--- config.mk ---
export PLATFORM = sky130hd
export DESIGN_NAME = audio_peak_silence_detector_core
export DESIGN_NICKNAME = d
export VERILOG_FILES = /design/src/hw/rtl/apsd_pkg.sv /design/src/hw/rtl/apsd_ram.sv /design/src/hw/rtl/apsd_div.sv /design/src/hw/rtl/audio_peak_silence_detector_core.sv
export SDC_FILE = /design/constraint.sdc
export NUM_CORES = 1
export LEC_CHECK = 0
export BUFFER_PORTS_ARGS = -buffer_cell sky130_fd_sc_hd__buf_2
export CELL_PAD_IN_SITES_DETAIL_PLACEMENT = 0
export CELL_PAD_IN_SITES_GLOBAL_PLACEMENT = 2
export CORE_MARGIN = 2
export CORE_UTILIZATION = 43
export CTS_BUF_LIST = sky130_fd_sc_hd__clkbuf_16
export CTS_CLUSTER_SIZE = 28
export DETAILED_ROUTE_END_ITERATION = 8
export PLACE_DENSITY_LB_ADDON = 0.1
export SLEW_MARGIN = 20
export SYNTH_ARGS = -nofsm -noshare
export SYNTH_HDL_FRONTEND = slang
export SYNTH_HIERARCHICAL = 1
export SYNTH_SLANG_ARGS = --single-unit
export TNS_END_PERCENT = 50
--- constraint.sdc ---
create_clock -name clk -period 9.4 [get_ports clk]
set_input_delay 0.94 -clock clk [delete_from_list [all_inputs] [get_ports clk]]
set_output_delay 0.94 -clock clk [all_outputs]
set_load 0.02 [all_outputs]
--- src/hw/rtl/apsd_pkg.sv ---
`timescale 1ns / 1ps

package apsd_pkg;

  // Sizing
  localparam int MAX_CHANNELS = 8;
  localparam int CH_W         = (MAX_CHANNELS > 1) ? $clog2(MAX_CHANNELS) : 1;
  localparam int CNT_W        = $clog2(MAX_CHANNELS + 1);
  localparam int PEAK_W       = 32;
  localparam int LVL_W        = 17;
  localparam int FRAC_BITS    = 16;
  localparam int SUM_W        = LVL_W + CNT_W;
  localparam int STEP_W       = $clog2(SUM_W + 1);
  localparam int CFG_IDX_W    = 2;
  localparam int CFG_DATA_W   = 17;

  // Q1.16 unity
  localparam logic [LVL_W-1:0] Q_ONE = LVL_W'(1 << FRAC_BITS);

  // Register reset values
  localparam logic [3:0]       CHANNELS_RST  = 4'd1;
  localparam logic [LVL_W-1:0] THRESHOLD_RST = 17'd2949;
  localparam logic [15:0]      HOLD_RST      = 16'd1500;

  typedef enum logic [2:0] {
    FMT_S8  = 3'd0,
    FMT_S16 = 3'd1,
    FMT_S32 = 3'd2,
    FMT_U8  = 3'd3,
    FMT_U16 = 3'd4,
    FMT_U32 = 3'd5
  } fmt_t;

  typedef enum logic [CFG_IDX_W-1:0] {
    CFG_FORMAT    = 2'd0,
    CFG_CHANNELS  = 2'd1,
    CFG_THRESHOLD = 2'd2,
    CFG_HOLD      = 2'd3
  } cfg_idx_t;

  typedef enum logic {
    CMD_SAMPLE = 1'b0,
    CMD_TICK   = 1'b1
  } cmd_t;

  typedef enum logic {
    KIND_REPORT = 1'b0,
    KIND_STOP   = 1'b1
  } kind_t;

  typedef enum logic [3:0] {
    ST_IDLE,
    ST_UPD,
    ST_NRD,
    ST_NLD,
    ST_NCHK,
    ST_NDIV,
    ST_NACC,
    ST_ADIV,
    ST_EMIT
  } st_t;

  typedef struct packed {
    logic              cmd;
    logic [PEAK_W-1:0] sample;
    logic              last_of_buffer;
  } in_item_t;

  typedef struct packed {
    logic             kind;
    logic [LVL_W-1:0] average_level;
    logic [LVL_W-1:0] highest_level;
    logic             timer_running;
  } out_item_t;

  typedef struct packed {
    logic              start;
    logic [PEAK_W-1:0] rem_init;
    logic [SUM_W-1:0]  dividend;
    logic [PEAK_W-1:0] divisor;
    logic [STEP_W-1:0] steps;
  } div_req_t;

  typedef struct packed {
    logic             done;
    logic [SUM_W-1:0] quotient;
  } div_rsp_t;

endpackage

--- src/hw/rtl/apsd_ram.sv ---
`timescale 1ns / 1ps

module apsd_ram #(
  parameter int WIDTH = 32,
  parameter int DEPTH = 8
) (
  input  logic                                      clk,
  input  logic                                      we,
  input  logic [((DEPTH > 1) ? $clog2(DEPTH) : 1)-1:0] waddr,
  input  logic [WIDTH-1:0]                          wdata,
  input  logic [((DEPTH > 1) ? $clog2(DEPTH) : 1)-1:0] raddr,
  output logic [WIDTH-1:0]                          rdata
);

  logic [WIDTH-1:0] mem_r [DEPTH];
  logic [WIDTH-1:0] rdata_r;

  // Write port and registered read port
  always_ff @(posedge clk) begin
    if (we) begin
      mem_r[waddr] <= wdata;
    end
    rdata_r <= mem_r[raddr];
  end

  assign rdata = rdata_r;

endmodule

--- src/hw/rtl/apsd_div.sv ---
`timescale 1ns / 1ps

module apsd_div (
  input  logic                clk,
  input  logic                rst_n,
  input  apsd_pkg::div_req_t  req,
  output apsd_pkg::div_rsp_t  rsp
);

  logic                              busy_r;
  logic                              done_r;
  logic [apsd_pkg::STEP_W-1:0]       cnt_r;
  logic [apsd_pkg::PEAK_W-1:0]       rem_r;
  logic [apsd_pkg::SUM_W-1:0]        dvd_r;
  logic [apsd_pkg::PEAK_W-1:0]       dsr_r;
  logic [apsd_pkg::SUM_W-1:0]        q_r;

  logic [apsd_pkg::PEAK_W:0]         trial;
  logic                              fits;
  logic [apsd_pkg::PEAK_W-1:0]       rem_step;

  // One restoring step: bring down the next dividend bit, subtract if it fits
  always_comb begin
    trial    = {rem_r, dvd_r[apsd_pkg::SUM_W-1]};
    fits     = (trial >= {1'b0, dsr_r});
    rem_step = fits ? apsd_pkg::PEAK_W'(trial - {1'b0, dsr_r})
                    : trial[apsd_pkg::PEAK_W-1:0];
  end

  // Sequence control
  always_ff @(posedge clk) begin
    if (!rst_n) begin
      busy_r <= 1'b0;
      done_r <= 1'b0;
    end else begin
      done_r <= 1'b0;
      if (req.start) begin
        busy_r <= 1'b1;
      end else if (busy_r && (cnt_r == apsd_pkg::STEP_W'(1))) begin
        busy_r <= 1'b0;
        done_r <= 1'b1;
      end
    end
  end

  // Datapath: load on start, then one quotient bit per cycle
  always_ff @(posedge clk) begin
    if (req.start) begin
      rem_r <= req.rem_init;
      dvd_r <= req.dividend;
      dsr_r <= req.divisor;
      cnt_r <= req.steps;
      q_r   <= '0;
    end else if (busy_r) begin
      rem_r <= rem_step;
      dvd_r <= {dvd_r[apsd_pkg::SUM_W-2:0], 1'b0};
      q_r   <= {q_r[apsd_pkg::SUM_W-2:0], fits};
      cnt_r <= cnt_r - apsd_pkg::STEP_W'(1);
    end
  end

  assign rsp.done     = done_r;
  assign rsp.quotient = q_r;

endmodule

--- src/hw/rtl/audio_peak_silence_detector_core.sv ---
`timescale 1ns / 1ps

// Peak level meter with silence timeout.
// Input channel (in_valid / in_stall / in_data): one item per transfer, either an
// interleaved PCM sample (channel taken from an internal rotating position) or a
// timer tick. Result channel (out_valid / out_stall / out_data): buffer level
// reports on the sample marked last_of_buffer, stop requests when the silence
// timer expires. Config channel (cfg_valid / cfg_ready / cfg_index / cfg_data):
// always ready; write only while the block is idle.
// A plain sample reads its stored peak from memory, then writes the larger value back.
// A tick's stop request is registered and appears in out_data the next cycle.
// A last sample then normalises every channel in turn (the normalisation
// divider produces one quotient bit per cycle, 16 bits per channel) and runs
// the averaging division, then the report is registered once the output slot is free.
// At reset the control registers take their documented values; the peak memory is not
// swept, per-channel valid flags make unwritten peaks read as zero.
// While the receiver stalls, one result is held in the output register; the block
// takes no new item until that register is free or being drained.

module audio_peak_silence_detector_core (
  input  logic                               clk,
  input  logic                               rst_n,
  input  logic                               in_valid,
  output logic                               in_stall,
  input  apsd_pkg::in_item_t                 in_data,
  output logic                               out_valid,
  input  logic                               out_stall,
  output apsd_pkg::out_item_t                out_data,
  input  logic                               cfg_valid,
  output logic                               cfg_ready,
  input  logic [apsd_pkg::CFG_IDX_W-1:0]     cfg_index,
  input  logic [apsd_pkg::CFG_DATA_W-1:0]    cfg_data
);

  localparam int CH_W   = apsd_pkg::CH_W;
  localparam int CNT_W  = apsd_pkg::CNT_W;
  localparam int PEAK_W = apsd_pkg::PEAK_W;
  localparam int LVL_W  = apsd_pkg::LVL_W;
  localparam int SUM_W  = apsd_pkg::SUM_W;

  // Sample magnitude per format
  function automatic logic [PEAK_W-1:0] magnitude(apsd_pkg::fmt_t fmt,
                                                  logic [PEAK_W-1:0] raw);
    logic [PEAK_W-1:0] m;
    m = '0;
    case (fmt)
      apsd_pkg::FMT_S8:
        m = raw[7] ? PEAK_W'(9'h100 - {1'b0, raw[7:0]}) : PEAK_W'(raw[7:0]);
      apsd_pkg::FMT_S16:
        m = raw[15] ? PEAK_W'(17'h10000 - {1'b0, raw[15:0]}) : PEAK_W'(raw[15:0]);
      apsd_pkg::FMT_S32:
        m = raw[31] ? (PEAK_W'(0) - raw) : raw;
      apsd_pkg::FMT_U8:  m = PEAK_W'(raw[7:0]);
      apsd_pkg::FMT_U16: m = PEAK_W'(raw[15:0]);
      apsd_pkg::FMT_U32: m = raw;
      default:           m = '0;
    endcase
    return m;
  endfunction

  // Full-scale value per format
  function automatic logic [PEAK_W-1:0] full_scale(apsd_pkg::fmt_t fmt);
    logic [PEAK_W-1:0] f;
    f = PEAK_W'(1);
    case (fmt)
      apsd_pkg::FMT_S8:  f = PEAK_W'(127);
      apsd_pkg::FMT_S16: f = PEAK_W'(32767);
      apsd_pkg::FMT_S32: f = 32'h7FFF_FFFF;
      apsd_pkg::FMT_U8:  f = PEAK_W'(255);
      apsd_pkg::FMT_U16: f = PEAK_W'(65535);
      apsd_pkg::FMT_U32: f = 32'hFFFF_FFFF;
      default:           f = PEAK_W'(1);
    endcase
    return f;
  endfunction

  // Control state
  apsd_pkg::st_t               state_r, state_nxt;
  logic                        out_valid_r, out_valid_nxt;
  logic [apsd_pkg::MAX_CHANNELS-1:0] pvalid_r, pvalid_nxt;
  logic [CH_W-1:0]             pos_r, pos_nxt;
  logic [LVL_W-1:0]            highest_r, highest_nxt;
  logic [15:0]                 ticks_r, ticks_nxt;
  logic                        active_r, active_nxt;
  apsd_pkg::fmt_t              fmt_r, fmt_nxt;
  logic [3:0]                  chan_cfg_r, chan_cfg_nxt;
  logic [LVL_W-1:0]            thr_r, thr_nxt;
  logic [15:0]                 hold_r, hold_nxt;

  // Payload
  logic [PEAK_W-1:0]           mag_r, mag_nxt;
  logic [CH_W-1:0]             wpos_r, wpos_nxt;
  logic                        last_r, last_nxt;
  logic [CH_W-1:0]             idx_r, idx_nxt;
  logic [PEAK_W:0]             num_r, num_nxt;
  logic [LVL_W-1:0]            level_r, level_nxt;
  logic [SUM_W-1:0]            sum_r, sum_nxt;
  logic [LVL_W-1:0]            avg_r, avg_nxt;
  apsd_pkg::out_item_t         out_data_r, out_data_nxt;

  // Memory and divider
  logic                        ram_we;
  logic [CH_W-1:0]             ram_raddr;
  logic [PEAK_W-1:0]           ram_wdata;
  logic [PEAK_W-1:0]           ram_rdata;
  apsd_pkg::div_req_t          div_req;
  apsd_pkg::div_rsp_t          div_rsp;

  // Derived
  logic [CNT_W-1:0]            chans;
  logic [CH_W-1:0]             pos_sel;
  logic                        slot_free;
  logic                        in_xfer;
  logic [PEAK_W-1:0]           full;
  logic                        fmt_ok;
  logic                        fmt_unsigned;

  apsd_ram #(
    .WIDTH (PEAK_W),
    .DEPTH (apsd_pkg::MAX_CHANNELS)
  ) u_peak_ram (
    .clk   (clk),
    .we    (ram_we),
    .waddr (wpos_r),
    .wdata (ram_wdata),
    .raddr (ram_raddr),
    .rdata (ram_rdata)
  );

  apsd_div u_div (
    .clk   (clk),
    .rst_n (rst_n),
    .req   (div_req),
    .rsp   (div_rsp)
  );

  // Effective channel count and write position
  always_comb begin
    if (chan_cfg_r == 4'd0) begin
      chans = CNT_W'(1);
    end else if (int'(chan_cfg_r) > apsd_pkg::MAX_CHANNELS) begin
      chans = CNT_W'(apsd_pkg::MAX_CHANNELS);
    end else begin
      chans = CNT_W'(chan_cfg_r);
    end
    pos_sel      = (CNT_W'(pos_r) >= chans) ? '0 : pos_r;
    full         = full_scale(fmt_r);
    fmt_ok       = fmt_r inside {apsd_pkg::FMT_S8, apsd_pkg::FMT_S16, apsd_pkg::FMT_S32,
                                 apsd_pkg::FMT_U8, apsd_pkg::FMT_U16, apsd_pkg::FMT_U32};
    fmt_unsigned = fmt_r inside {apsd_pkg::FMT_U8, apsd_pkg::FMT_U16, apsd_pkg::FMT_U32};
  end

  // Handshakes
  assign slot_free = !out_valid_r || !out_stall;
  assign in_stall  = !((state_r == apsd_pkg::ST_IDLE) && slot_free);
  assign in_xfer   = in_valid && !in_stall;
  assign cfg_ready = 1'b1;
  assign out_valid = out_valid_r;
  assign out_data  = out_data_r;
  assign ram_raddr = (state_r == apsd_pkg::ST_IDLE) ? pos_sel : idx_r;

  // Next state and datapath
  always_comb begin
    logic [PEAK_W-1:0] peak;
    logic [PEAK_W:0]   twice;
    logic [15:0]       dec;
    logic [LVL_W-1:0]  hi_new;
    logic              act_new;
    logic [CNT_W-1:0]  pos_inc;

    state_nxt     = state_r;
    out_valid_nxt = out_valid_r && out_stall;
    pvalid_nxt    = pvalid_r;
    pos_nxt       = pos_r;
    highest_nxt   = highest_r;
    ticks_nxt     = ticks_r;
    active_nxt    = active_r;
    fmt_nxt       = fmt_r;
    chan_cfg_nxt  = chan_cfg_r;
    thr_nxt       = thr_r;
    hold_nxt      = hold_r;
    mag_nxt       = mag_r;
    wpos_nxt      = wpos_r;
    last_nxt      = last_r;
    idx_nxt       = idx_r;
    num_nxt       = num_r;
    level_nxt     = level_r;
    sum_nxt       = sum_r;
    avg_nxt       = avg_r;
    out_data_nxt  = out_data_r;
    ram_we        = 1'b0;
    ram_wdata     = mag_r;
    div_req       = '0;
    peak          = '0;
    twice         = '0;
    dec           = '0;
    hi_new        = highest_r;
    act_new       = active_r;
    pos_inc       = '0;

    // Configuration writes
    if (cfg_valid && cfg_ready) begin
      case (apsd_pkg::cfg_idx_t'(cfg_index))
        apsd_pkg::CFG_FORMAT:    fmt_nxt      = apsd_pkg::fmt_t'(cfg_data[2:0]);
        apsd_pkg::CFG_CHANNELS:  chan_cfg_nxt = cfg_data[3:0];
        apsd_pkg::CFG_THRESHOLD: thr_nxt      = cfg_data[LVL_W-1:0];
        apsd_pkg::CFG_HOLD:      hold_nxt     = cfg_data[15:0];
        default: ;
      endcase
    end

    case (state_r)
      // Take a sample or a tick
      apsd_pkg::ST_IDLE: begin
        if (in_xfer) begin
          if (in_data.cmd == apsd_pkg::CMD_TICK) begin
            if (active_r) begin
              dec = (ticks_r != 16'd0) ? (ticks_r - 16'd1) : 16'd0;
              if (dec != 16'd0) begin
                ticks_nxt = dec;
              end else begin
                ticks_nxt     = 16'd0;
                active_nxt    = 1'b0;
                out_valid_nxt = 1'b1;
                out_data_nxt  = '{kind:          apsd_pkg::KIND_STOP,
                                  average_level: '0,
                                  highest_level: highest_r,
                                  timer_running: 1'b0};
              end
            end
          end else begin
            mag_nxt   = magnitude(fmt_r, in_data.sample);
            wpos_nxt  = pos_sel;
            last_nxt  = in_data.last_of_buffer;
            state_nxt = apsd_pkg::ST_UPD;
          end
        end
      end

      // Write back the larger of stored peak and new magnitude
      apsd_pkg::ST_UPD: begin
        peak               = pvalid_r[wpos_r] ? ram_rdata : '0;
        ram_we             = 1'b1;
        ram_wdata          = (mag_r > peak) ? mag_r : peak;
        pvalid_nxt[wpos_r] = 1'b1;
        pos_inc            = CNT_W'(wpos_r) + CNT_W'(1);
        pos_nxt            = (pos_inc >= chans) ? '0 : CH_W'(pos_inc);
        if (last_r) begin
          idx_nxt   = '0;
          sum_nxt   = '0;
          state_nxt = apsd_pkg::ST_NRD;
        end else begin
          state_nxt = apsd_pkg::ST_IDLE;
        end
      end

      // Read address for the channel being normalised is presented here
      apsd_pkg::ST_NRD: begin
        state_nxt = apsd_pkg::ST_NLD;
      end

      // Form the normalisation numerator
      apsd_pkg::ST_NLD: begin
        peak  = pvalid_r[idx_r] ? ram_rdata : '0;
        twice = {peak, 1'b0};
        if (fmt_unsigned) begin
          num_nxt = (twice >= {1'b0, full}) ? (twice - {1'b0, full})
                                            : ({1'b0, full} - twice);
        end else begin
          num_nxt = {1'b0, peak};
        end
        state_nxt = apsd_pkg::ST_NCHK;
      end

      // Saturate, zero, or hand off to the divider
      apsd_pkg::ST_NCHK: begin
        if (!fmt_ok) begin
          level_nxt = '0;
          state_nxt = apsd_pkg::ST_NACC;
        end else if (num_r >= {1'b0, full}) begin
          level_nxt = apsd_pkg::Q_ONE;
          state_nxt = apsd_pkg::ST_NACC;
        end else begin
          div_req.start    = 1'b1;
          div_req.rem_init = num_r[PEAK_W-1:0];
          div_req.dividend = '0;
          div_req.divisor  = full;
          div_req.steps    = apsd_pkg::STEP_W'(apsd_pkg::FRAC_BITS);
          state_nxt        = apsd_pkg::ST_NDIV;
        end
      end

      apsd_pkg::ST_NDIV: begin
        if (div_rsp.done) begin
          level_nxt = div_rsp.quotient[LVL_W-1:0];
          state_nxt = apsd_pkg::ST_NACC;
        end
      end

      // Accumulate and advance to the next channel or the average
      apsd_pkg::ST_NACC: begin
        sum_nxt = sum_r + SUM_W'(level_r);
        if (CNT_W'(idx_r) == (chans - CNT_W'(1))) begin
          div_req.start    = 1'b1;
          div_req.rem_init = '0;
          div_req.dividend = sum_nxt;
          div_req.divisor  = PEAK_W'(chans);
          div_req.steps    = apsd_pkg::STEP_W'(SUM_W);
          state_nxt        = apsd_pkg::ST_ADIV;
        end else begin
          idx_nxt   = idx_r + CH_W'(1);
          state_nxt = apsd_pkg::ST_NRD;
        end
      end

      apsd_pkg::ST_ADIV: begin
        if (div_rsp.done) begin
          avg_nxt   = div_rsp.quotient[LVL_W-1:0];
          state_nxt = apsd_pkg::ST_EMIT;
        end
      end

      // Update highest level and timer, clear peaks, issue the report
      apsd_pkg::ST_EMIT: begin
        if (slot_free) begin
          hi_new = (avg_r > highest_r) ? avg_r : highest_r;
          if (avg_r <= thr_r) begin
            act_new = 1'b1;
            if (!active_r) begin
              ticks_nxt = (hold_r == 16'd0) ? 16'd1 : hold_r;
            end
          end else begin
            act_new   = 1'b0;
            ticks_nxt = 16'd0;
          end
          highest_nxt   = hi_new;
          active_nxt    = act_new;
          pvalid_nxt    = '0;
          pos_nxt       = '0;
          out_valid_nxt = 1'b1;
          out_data_nxt  = '{kind:          apsd_pkg::KIND_REPORT,
                            average_level: avg_r,
                            highest_level: hi_new,
                            timer_running: act_new};
          state_nxt     = apsd_pkg::ST_IDLE;
        end
      end

      default: begin
        state_nxt = apsd_pkg::ST_IDLE;
      end
    endcase
  end

  // Control registers
  always_ff @(posedge clk) begin
    if (!rst_n) begin
      state_r     <= apsd_pkg::ST_IDLE;
      out_valid_r <= 1'b0;
      pvalid_r    <= '0;
      pos_r       <= '0;
      highest_r   <= '0;
      ticks_r     <= '0;
      active_r    <= 1'b0;
      fmt_r       <= apsd_pkg::FMT_S16;
      chan_cfg_r  <= apsd_pkg::CHANNELS_RST;
      thr_r       <= apsd_pkg::THRESHOLD_RST;
      hold_r      <= apsd_pkg::HOLD_RST;
    end else begin
      state_r     <= state_nxt;
      out_valid_r <= out_valid_nxt;
      pvalid_r    <= pvalid_nxt;
      pos_r       <= pos_nxt;
      highest_r   <= highest_nxt;
      ticks_r     <= ticks_nxt;
      active_r    <= active_nxt;
      fmt_r       <= fmt_nxt;
      chan_cfg_r  <= chan_cfg_nxt;
      thr_r       <= thr_nxt;
      hold_r      <= hold_nxt;
    end
  end

  // Payload registers
  always_ff @(posedge clk) begin
    mag_r      <= mag_nxt;
    wpos_r     <= wpos_nxt;
    last_r     <= last_nxt;
    idx_r      <= idx_nxt;
    num_r      <= num_nxt;
    level_r    <= level_nxt;
    sum_r      <= sum_nxt;
    avg_r      <= avg_nxt;
    out_data_r <= out_data_nxt;
  end

endmodule
Yosys cells after proc, flatten, opt, wreduce, memory -nomap -nowiden
Memories as Yosys holds them, arrays and structs flattened. A register that Yosys moved wholly into a read port is not among the register bits.
Cells that the tools add are included.
{"block": "word_totals", "mem_bits_rw": 256, "inputBits": 58, "wordCells": 221, "memories": 1, "register_bits": 362, "out_inout_bits": 39}
{"memory": "u_peak_ram.mem_r", "words": 8, "word_bits": 32, "read_ports": 1, "rd_clocked_by_memory_dff": 1, "wr": 1, "line": "apsd_ram.sv:15", "text": "logic [WIDTH-1:0] mem_r [DEPTH];"}
{"block": "op_classes", "n_eq_ne": 30, "n_reduce_logical": 40, "n_addsub": 12, "muxes": 92, "n_bitwise": 3, "n_lt_le_gt_ge": 12}
{"operator": "32-bit case mux with 6 select lines", "count": 2}
{"operator": "32-bit two-way mux", "count": 11}
{"operator": "91-bit two-way mux", "count": 3}
{"operator": "91-bit case mux with 2 select lines", "count": 1}
{"operator": "36-bit two-way mux", "count": 5}
{"operator": "16-bit two-way mux", "count": 9}
{"operator": "33-bit by 32-bit >= comparator with 1-bit output", "count": 3}
{"operator": "36-bit case mux with 2 select lines", "count": 1}
{"operator": "17-bit two-way mux", "count": 4}
{"operator": "21-bit two-way mux", "count": 3}
{"operator": "21-bit case mux with 2 select lines", "count": 1}
{"operator": "4-bit case mux with 9 select lines", "count": 1}
{"operator": "17-bit case mux with 2 select lines", "count": 1}
{"operator": "33-bit two-way mux", "count": 1}
{"operator": "32-bit by 33-bit subtractor with 33-bit output", "count": 1}
{"operator": "33-bit by 32-bit subtractor with 33-bit output", "count": 1}
{"operator": "32-bit > comparator", "count": 1}
{"operator": "16-bit case mux with 2 select lines", "count": 1}
{"operator": "16-bit nonzero test", "count": 2}
{"operator": "1-bit by 32-bit subtractor with 32-bit output (first input constant)", "count": 1}
{"operator": "32-bit subtractor", "count": 1}
{"operator": "4-bit two-way mux", "count": 7}
{"operator": "21-bit by 17-bit adder with 21-bit output", "count": 1}
{"operator": "3-bit two-way mux", "count": 7}
{"operator": "other kinds (55)", "count": 120}

Logic depth before layout (Yosys ltp)
{"block": "logic_depth", "ltp_word": 8, "ltp_mapped": 21}

By module
The synthesis kept the hierarchy.
{"mod": "audio_peak_silence_detector_core", "cells_each": 2387, "area_each_um2": 19839.0, "n_inst": 1, "seq_area_each_um2": 6696.4}
{"mod": "apsd_ram", "cells_each": 415, "area_each_um2": 10466.3, "n_inst": 1, "seq_area_each_um2": 8328.0}
{"mod": "apsd_div", "cells_each": 615, "area_each_um2": 6550.0, "n_inst": 1, "seq_area_each_um2": 3163.0}

Least setup slack after synthesis
No wires, ideal clock.
{"block": "synth_timing", "path_type": "register to register", "from": "register fmt_r[1]", "to": "register u_div/cnt_r[0] (netlist name) (enable)", "period_less_slack_ns": 8.540, "setup_slack_ns": 0.860, "t_required_ns": 9.010, "setup_time_ns": 0.390, "n_path_buf": 4, "arrival_ns": 8.150, "path_stages_with_launch": 20, "path_cell_list": "dfxtp_1 > clkbuf_1 > nor2b_1 > nand2_1 > inv_1 > clkbuf_1 > a21oi_1 > ha_1 > a21o_1 > a21o_1 > a21o_1 > a21o_1 > a211oi_1 > o211ai_1 > nand2_1 > nand3_1 > o21ai_0 > clkbuf_1 > clkbuf_1 > or2_2"}
{"block": "synth_via", "elab_chain_cells": 7, "elab_cells_between_ends": 13, "classes_between": "order compare (1); eq/ne (5); mux (4); reduce/logical (3)"}
{"item": "start: declaration", "line": "audio_peak_silence_detector_core.sv:85", "text": "apsd_pkg::fmt_t fmt_r, fmt_nxt;"}
{"item": "start signal: assignment", "line": "audio_peak_silence_detector_core.sv:365", "text": "fmt_r <= apsd_pkg::FMT_S16;"}
{"item": "start signal: assignment", "line": "audio_peak_silence_detector_core.sv:377", "text": "fmt_r <= fmt_nxt;"}
{"item": "3-bit equality test, or another cell as far along", "line": "audio_peak_silence_detector_core.sv:65, audio_peak_silence_detector_core.sv:148"}
{"item": "32-bit case mux with 6 select lines", "line": "audio_peak_silence_detector_core.sv:65", "text": "case (fmt)"}
{"item": "33-bit by 32-bit >= comparator with 1-bit output", "line": "audio_peak_silence_detector_core.sv:280", "text": "end else if (num_r >= {1'b0, full}) begin"}
{"item": "91-bit two-way mux", "line": "audio_peak_silence_detector_core.sv:280"}
{"item": "91-bit two-way mux *", "line": "audio_peak_silence_detector_core.sv:277", "text": "if (!fmt_ok) begin"}
{"item": "91-bit case mux with 2 select lines *", "line": "audio_peak_silence_detector_core.sv:212", "text": "case (state_r)"}
{"item": "2-bit nonzero test (no source line) *"}
{"item": "end signal: assignment", "line": "apsd_div.sv:52", "text": "cnt_r <= req.steps;"}
{"item": "end signal: assignment", "line": "apsd_div.sv:58", "text": "cnt_r <= cnt_r - apsd_pkg::STEP_W'(1);"}
{"item": "end: declaration", "line": "apsd_div.sv:12", "text": "logic [apsd_pkg::STEP_W-1:0] cnt_r;"}
Mark *: on every way between the ends. The rest lies on a longest branch, timed or not.
A chain may end at the register's enable or synchronous reset.

Worst setup path after layout
{"block": "layout_timing", "from": "register fmt_r[1]", "to": "register u_div/rem_r[18] (netlist name) (enable)"}
{"block": "layout_via", "elab_chain_cells": 7, "elab_cells_between_ends": 13, "classes_between": "order compare (1); eq/ne (5); mux (4); reduce/logical (3)"}
{"item": "3-bit equality test, or another cell as far along", "line": "audio_peak_silence_detector_core.sv:65, audio_peak_silence_detector_core.sv:148"}
{"item": "32-bit case mux with 6 select lines", "line": "audio_peak_silence_detector_core.sv:65"}
{"item": "33-bit by 32-bit >= comparator with 1-bit output", "line": "audio_peak_silence_detector_core.sv:280"}
{"item": "91-bit two-way mux", "line": "audio_peak_silence_detector_core.sv:280"}
{"item": "91-bit two-way mux *", "line": "audio_peak_silence_detector_core.sv:277"}
{"item": "91-bit case mux with 2 select lines *", "line": "audio_peak_silence_detector_core.sv:212"}
{"item": "2-bit nonzero test (no source line) *"}
{"item": "end signal: assignment", "line": "apsd_div.sv:49", "text": "rem_r <= req.rem_init;"}
{"item": "end signal: assignment", "line": "apsd_div.sv:55", "text": "rem_r <= rem_step;"}
{"item": "end: declaration", "line": "apsd_div.sv:13", "text": "logic [apsd_pkg::PEAK_W-1:0] rem_r;"}
Marked as above.

==> flow_summary.ini <==
[run_status]
status = complete, no violations

[place]
placement.io_buffers = 95
preCtsSetupSlack_ns = 2.41
placed_wire_length_estimate_um = 71400
finalWeightedCongestion = 0.892

[worst_setup_path]
worst-r2r-cell-count = 17
critical_path.max_fanout = 167
arrival_time_at_the_worst_endpoint_ns = 7.23
critical_path.cell_chain = nor2b_1 -> nand2_1 -> inv_1 -> a21oi_4 -> ha_1 -> a21o_1 -> a21o_1 -> a21o_1 -> a21o_1 -> a211oi_1 -> o211ai_1 -> nand2_1 -> nand3_1 -> o21ai_4 -> buf_12 -> or2_2 -> buf_4
path_depth = 17
reg2reg_from = fmt_r[1]
type_of_element_launching_the_critical_path = flip-flop
critical-path-top-cell-by-count = a21o_1
cp.buffers_inverters = 3
cp_data_required_time_ns = 9.65
crit_start = fmt_r[1]
slowest_cell_on_the_critical_path = a21oi_4
max_stage_delay_ns = 0.88
critPathTopFamily = compound AO/OA/AOI/OAI gates
critical_path_class = flip-flop to flip-flop
endpoint_kind = flip-flop

[timing]
final_min_period_over_clock_period_pct = 74.3
timing.slew.headroom_pct = 23.7
tightest_slew_ns = 1.14
rsz_0062_raised_after_global_routing = no
final.hold.worst_slack_ns = 0.466
final-setup-viol-count = 0
report.final.hold_viol_count = 0
final.setup.worst_slack_ns = 2.42
timing_max_transition_violations_final = 0
finalSetupTns_ns = 0
finClkSkew_ns = 0.0383
finalWorstPathRequiredPeriod_ns = 6.98
max_freq_ghz = 0.143

[clocking]
cts_setup_buffers = 0
cts-resized-gates = 0
cts.reportedPaths.clkPinSlew_ns = 0.06
tritoncts.num_buffers = 75
insertion_delay_ns = 0.65
cts_sinks = 650
cts_root_buffer = clkbuf_16
ctsHoldBuffers = 0
max-clock-path-buffers = 3
cts_tree = built
htreeDepth = 3

[grt]
gr-usage-all-layers_pct = 23.7
grt_max_degree = 168
grt_first_pass_wirelength_um = 159000
number_of_antenna_violations_at_the_first_check_in_global_routing = 8
first_global_vias = 26400
overflow_left_after_global_routing = 0

[route]
vias = 26900
antenna_violating_nets_post_route = 0
dr.pass1.iters = 5
wirelength_um = 104000
drc = 0
drt_iter0_markers = 1859
wl_per_cell_um = 22.4
vias_per_cell = 5.80

[floorplan]
io_pins = 97
die_width_um = 296
fp.coreArea_mm2 = 0.0849
std_cell_rows = 107
initial_core_util_pct = 43.3
die_area_mm2 = 0.0877
die-height_um = 296

[min_path]
min_path_cells = 2
holdCritPathClass = flip-flop to flip-flop
worst_hold_startpoint = thr_r[5]

[final_layout]
post_route_cells_drive_above_1_share_pct = 11.7
multi_input_comb_area_mm2 = 0.0173
total_nets_final = 3704
regArea_mm2 = 0.0181
final.fill_count = 7906
synth_to_layout_area_growth_pct = 10.6

[logic_synthesis]
yosys_warnings = 6
synthesis.area_per_instance_um2 = 10.8
syn_inst = 3405
syn_area_mm2 = 0.0367

[power_and_ir_drop]
power.density_mw_per_mm2 = 165
cellLeakagePower_nw = 15.4
irDropWorstVdd_mv = 0.187

[run]
drv_cap = 0
-- worst paths after layout --
kind	to	slack [ns]
worst max-delay path	u_div/rem_r[18]	2.42
worst min-delay path	thr_r[5]	0.47
worst max register to register	u_div/rem_r[18]	2.42
worst min register to register	thr_r[5]	0.47
-- routing by layer --
metal	vias to the layer above	share of wire, %	GRT usage [%]	routed length, µm
li1	12800	-	-	-
met1	13300	46	32.9	47900
met2	653	47	38.9	49000
met3	152	4.4	2.90	4610
met4	10	2.3	6.78	2400
met5	-	0.066	0	69
-- cell type report --
class	count	area share (%)
diodes	2	0.0123
clock buffers	75	4.62
clock inverters	64	1.16
inverters	159	1.47
multi-input cells	2405	42.6
flip-flops and latches	650	44.6
well taps	1144	3.52
repair buffers	137	2.01
-- tightest hold or removal path: stages, from the launching register on --
cell	delay, ns
dfxtp_1	0.31
nand2_1	0.05
a21boi_0	0.06
-- through the flow --
step                cells  util, %  power (mW)  instance area [µm²]
finish               4636     47.9        6.70                40600
global route         4636     47.9        6.95                40600
CTS                  4633     47.8        6.78                40600
detailed placement   4494     45.1        3.97                38200
global placement     4494     45.1        3.96                38200
floorplan            3406        -        3.74                36700
-- layout by cell type, fill, tap and decap left out, types with 28 or more instances in the layout --
cell / instances
o21ai_0: 178
mux4_1: 40
mux4_2: 28
mux2i_1: 62
edfxtp_1: 509
nor3_1: 57
and3_1: 35
buf_2: 94
a31oi_1: 52
a21o_1: 83
mux2_2: 79
xor2_1: 38
a21oi_1: 186
xnor2_1: 52
nor2_1: 200
inv_1: 179
buf_4: 41
nand3_1: 79
nand4_1: 52
and2_1: 63
clkbuf_16: 75
a21boi_0: 28
o211ai_1: 54
nand2_1: 402
ha_1: 215
nor2b_1: 43
dfxtp_1: 140
-- power breakdown --
part	switching [mW]	leakage, nW	internal (mW)
Clock	1.24	1.21	1.55
Combinational	0.417	8.32	0.260
Sequential	0.0641	5.87	3.17
-- flip-flops by register name, indices dropped and copies added (netlist names), 3 cells and up --
signal / cells
avg_r: 17
chan_cfg_r: 4
fmt_r: 3
highest_r: 17
hold_r: 16
idx_r: 3
level_r: 17
mag_r: 32
num_r: 33
out_data: 36
pos_r: 3
pvalid_r: 8
state_r: 4
sum_r: 21
thr_r: 17
ticks_r: 16
u_div/cnt_r: 5
u_div/dsr_r: 32
u_div/dvd_r: 21
u_div/q_r: 17
u_div/rem_r: 32
u_peak_ram/mem_r: 256
u_peak_ram/rdata: 32
wpos_r: 3
Note: power is estimated with default switching activity, not from simulation.
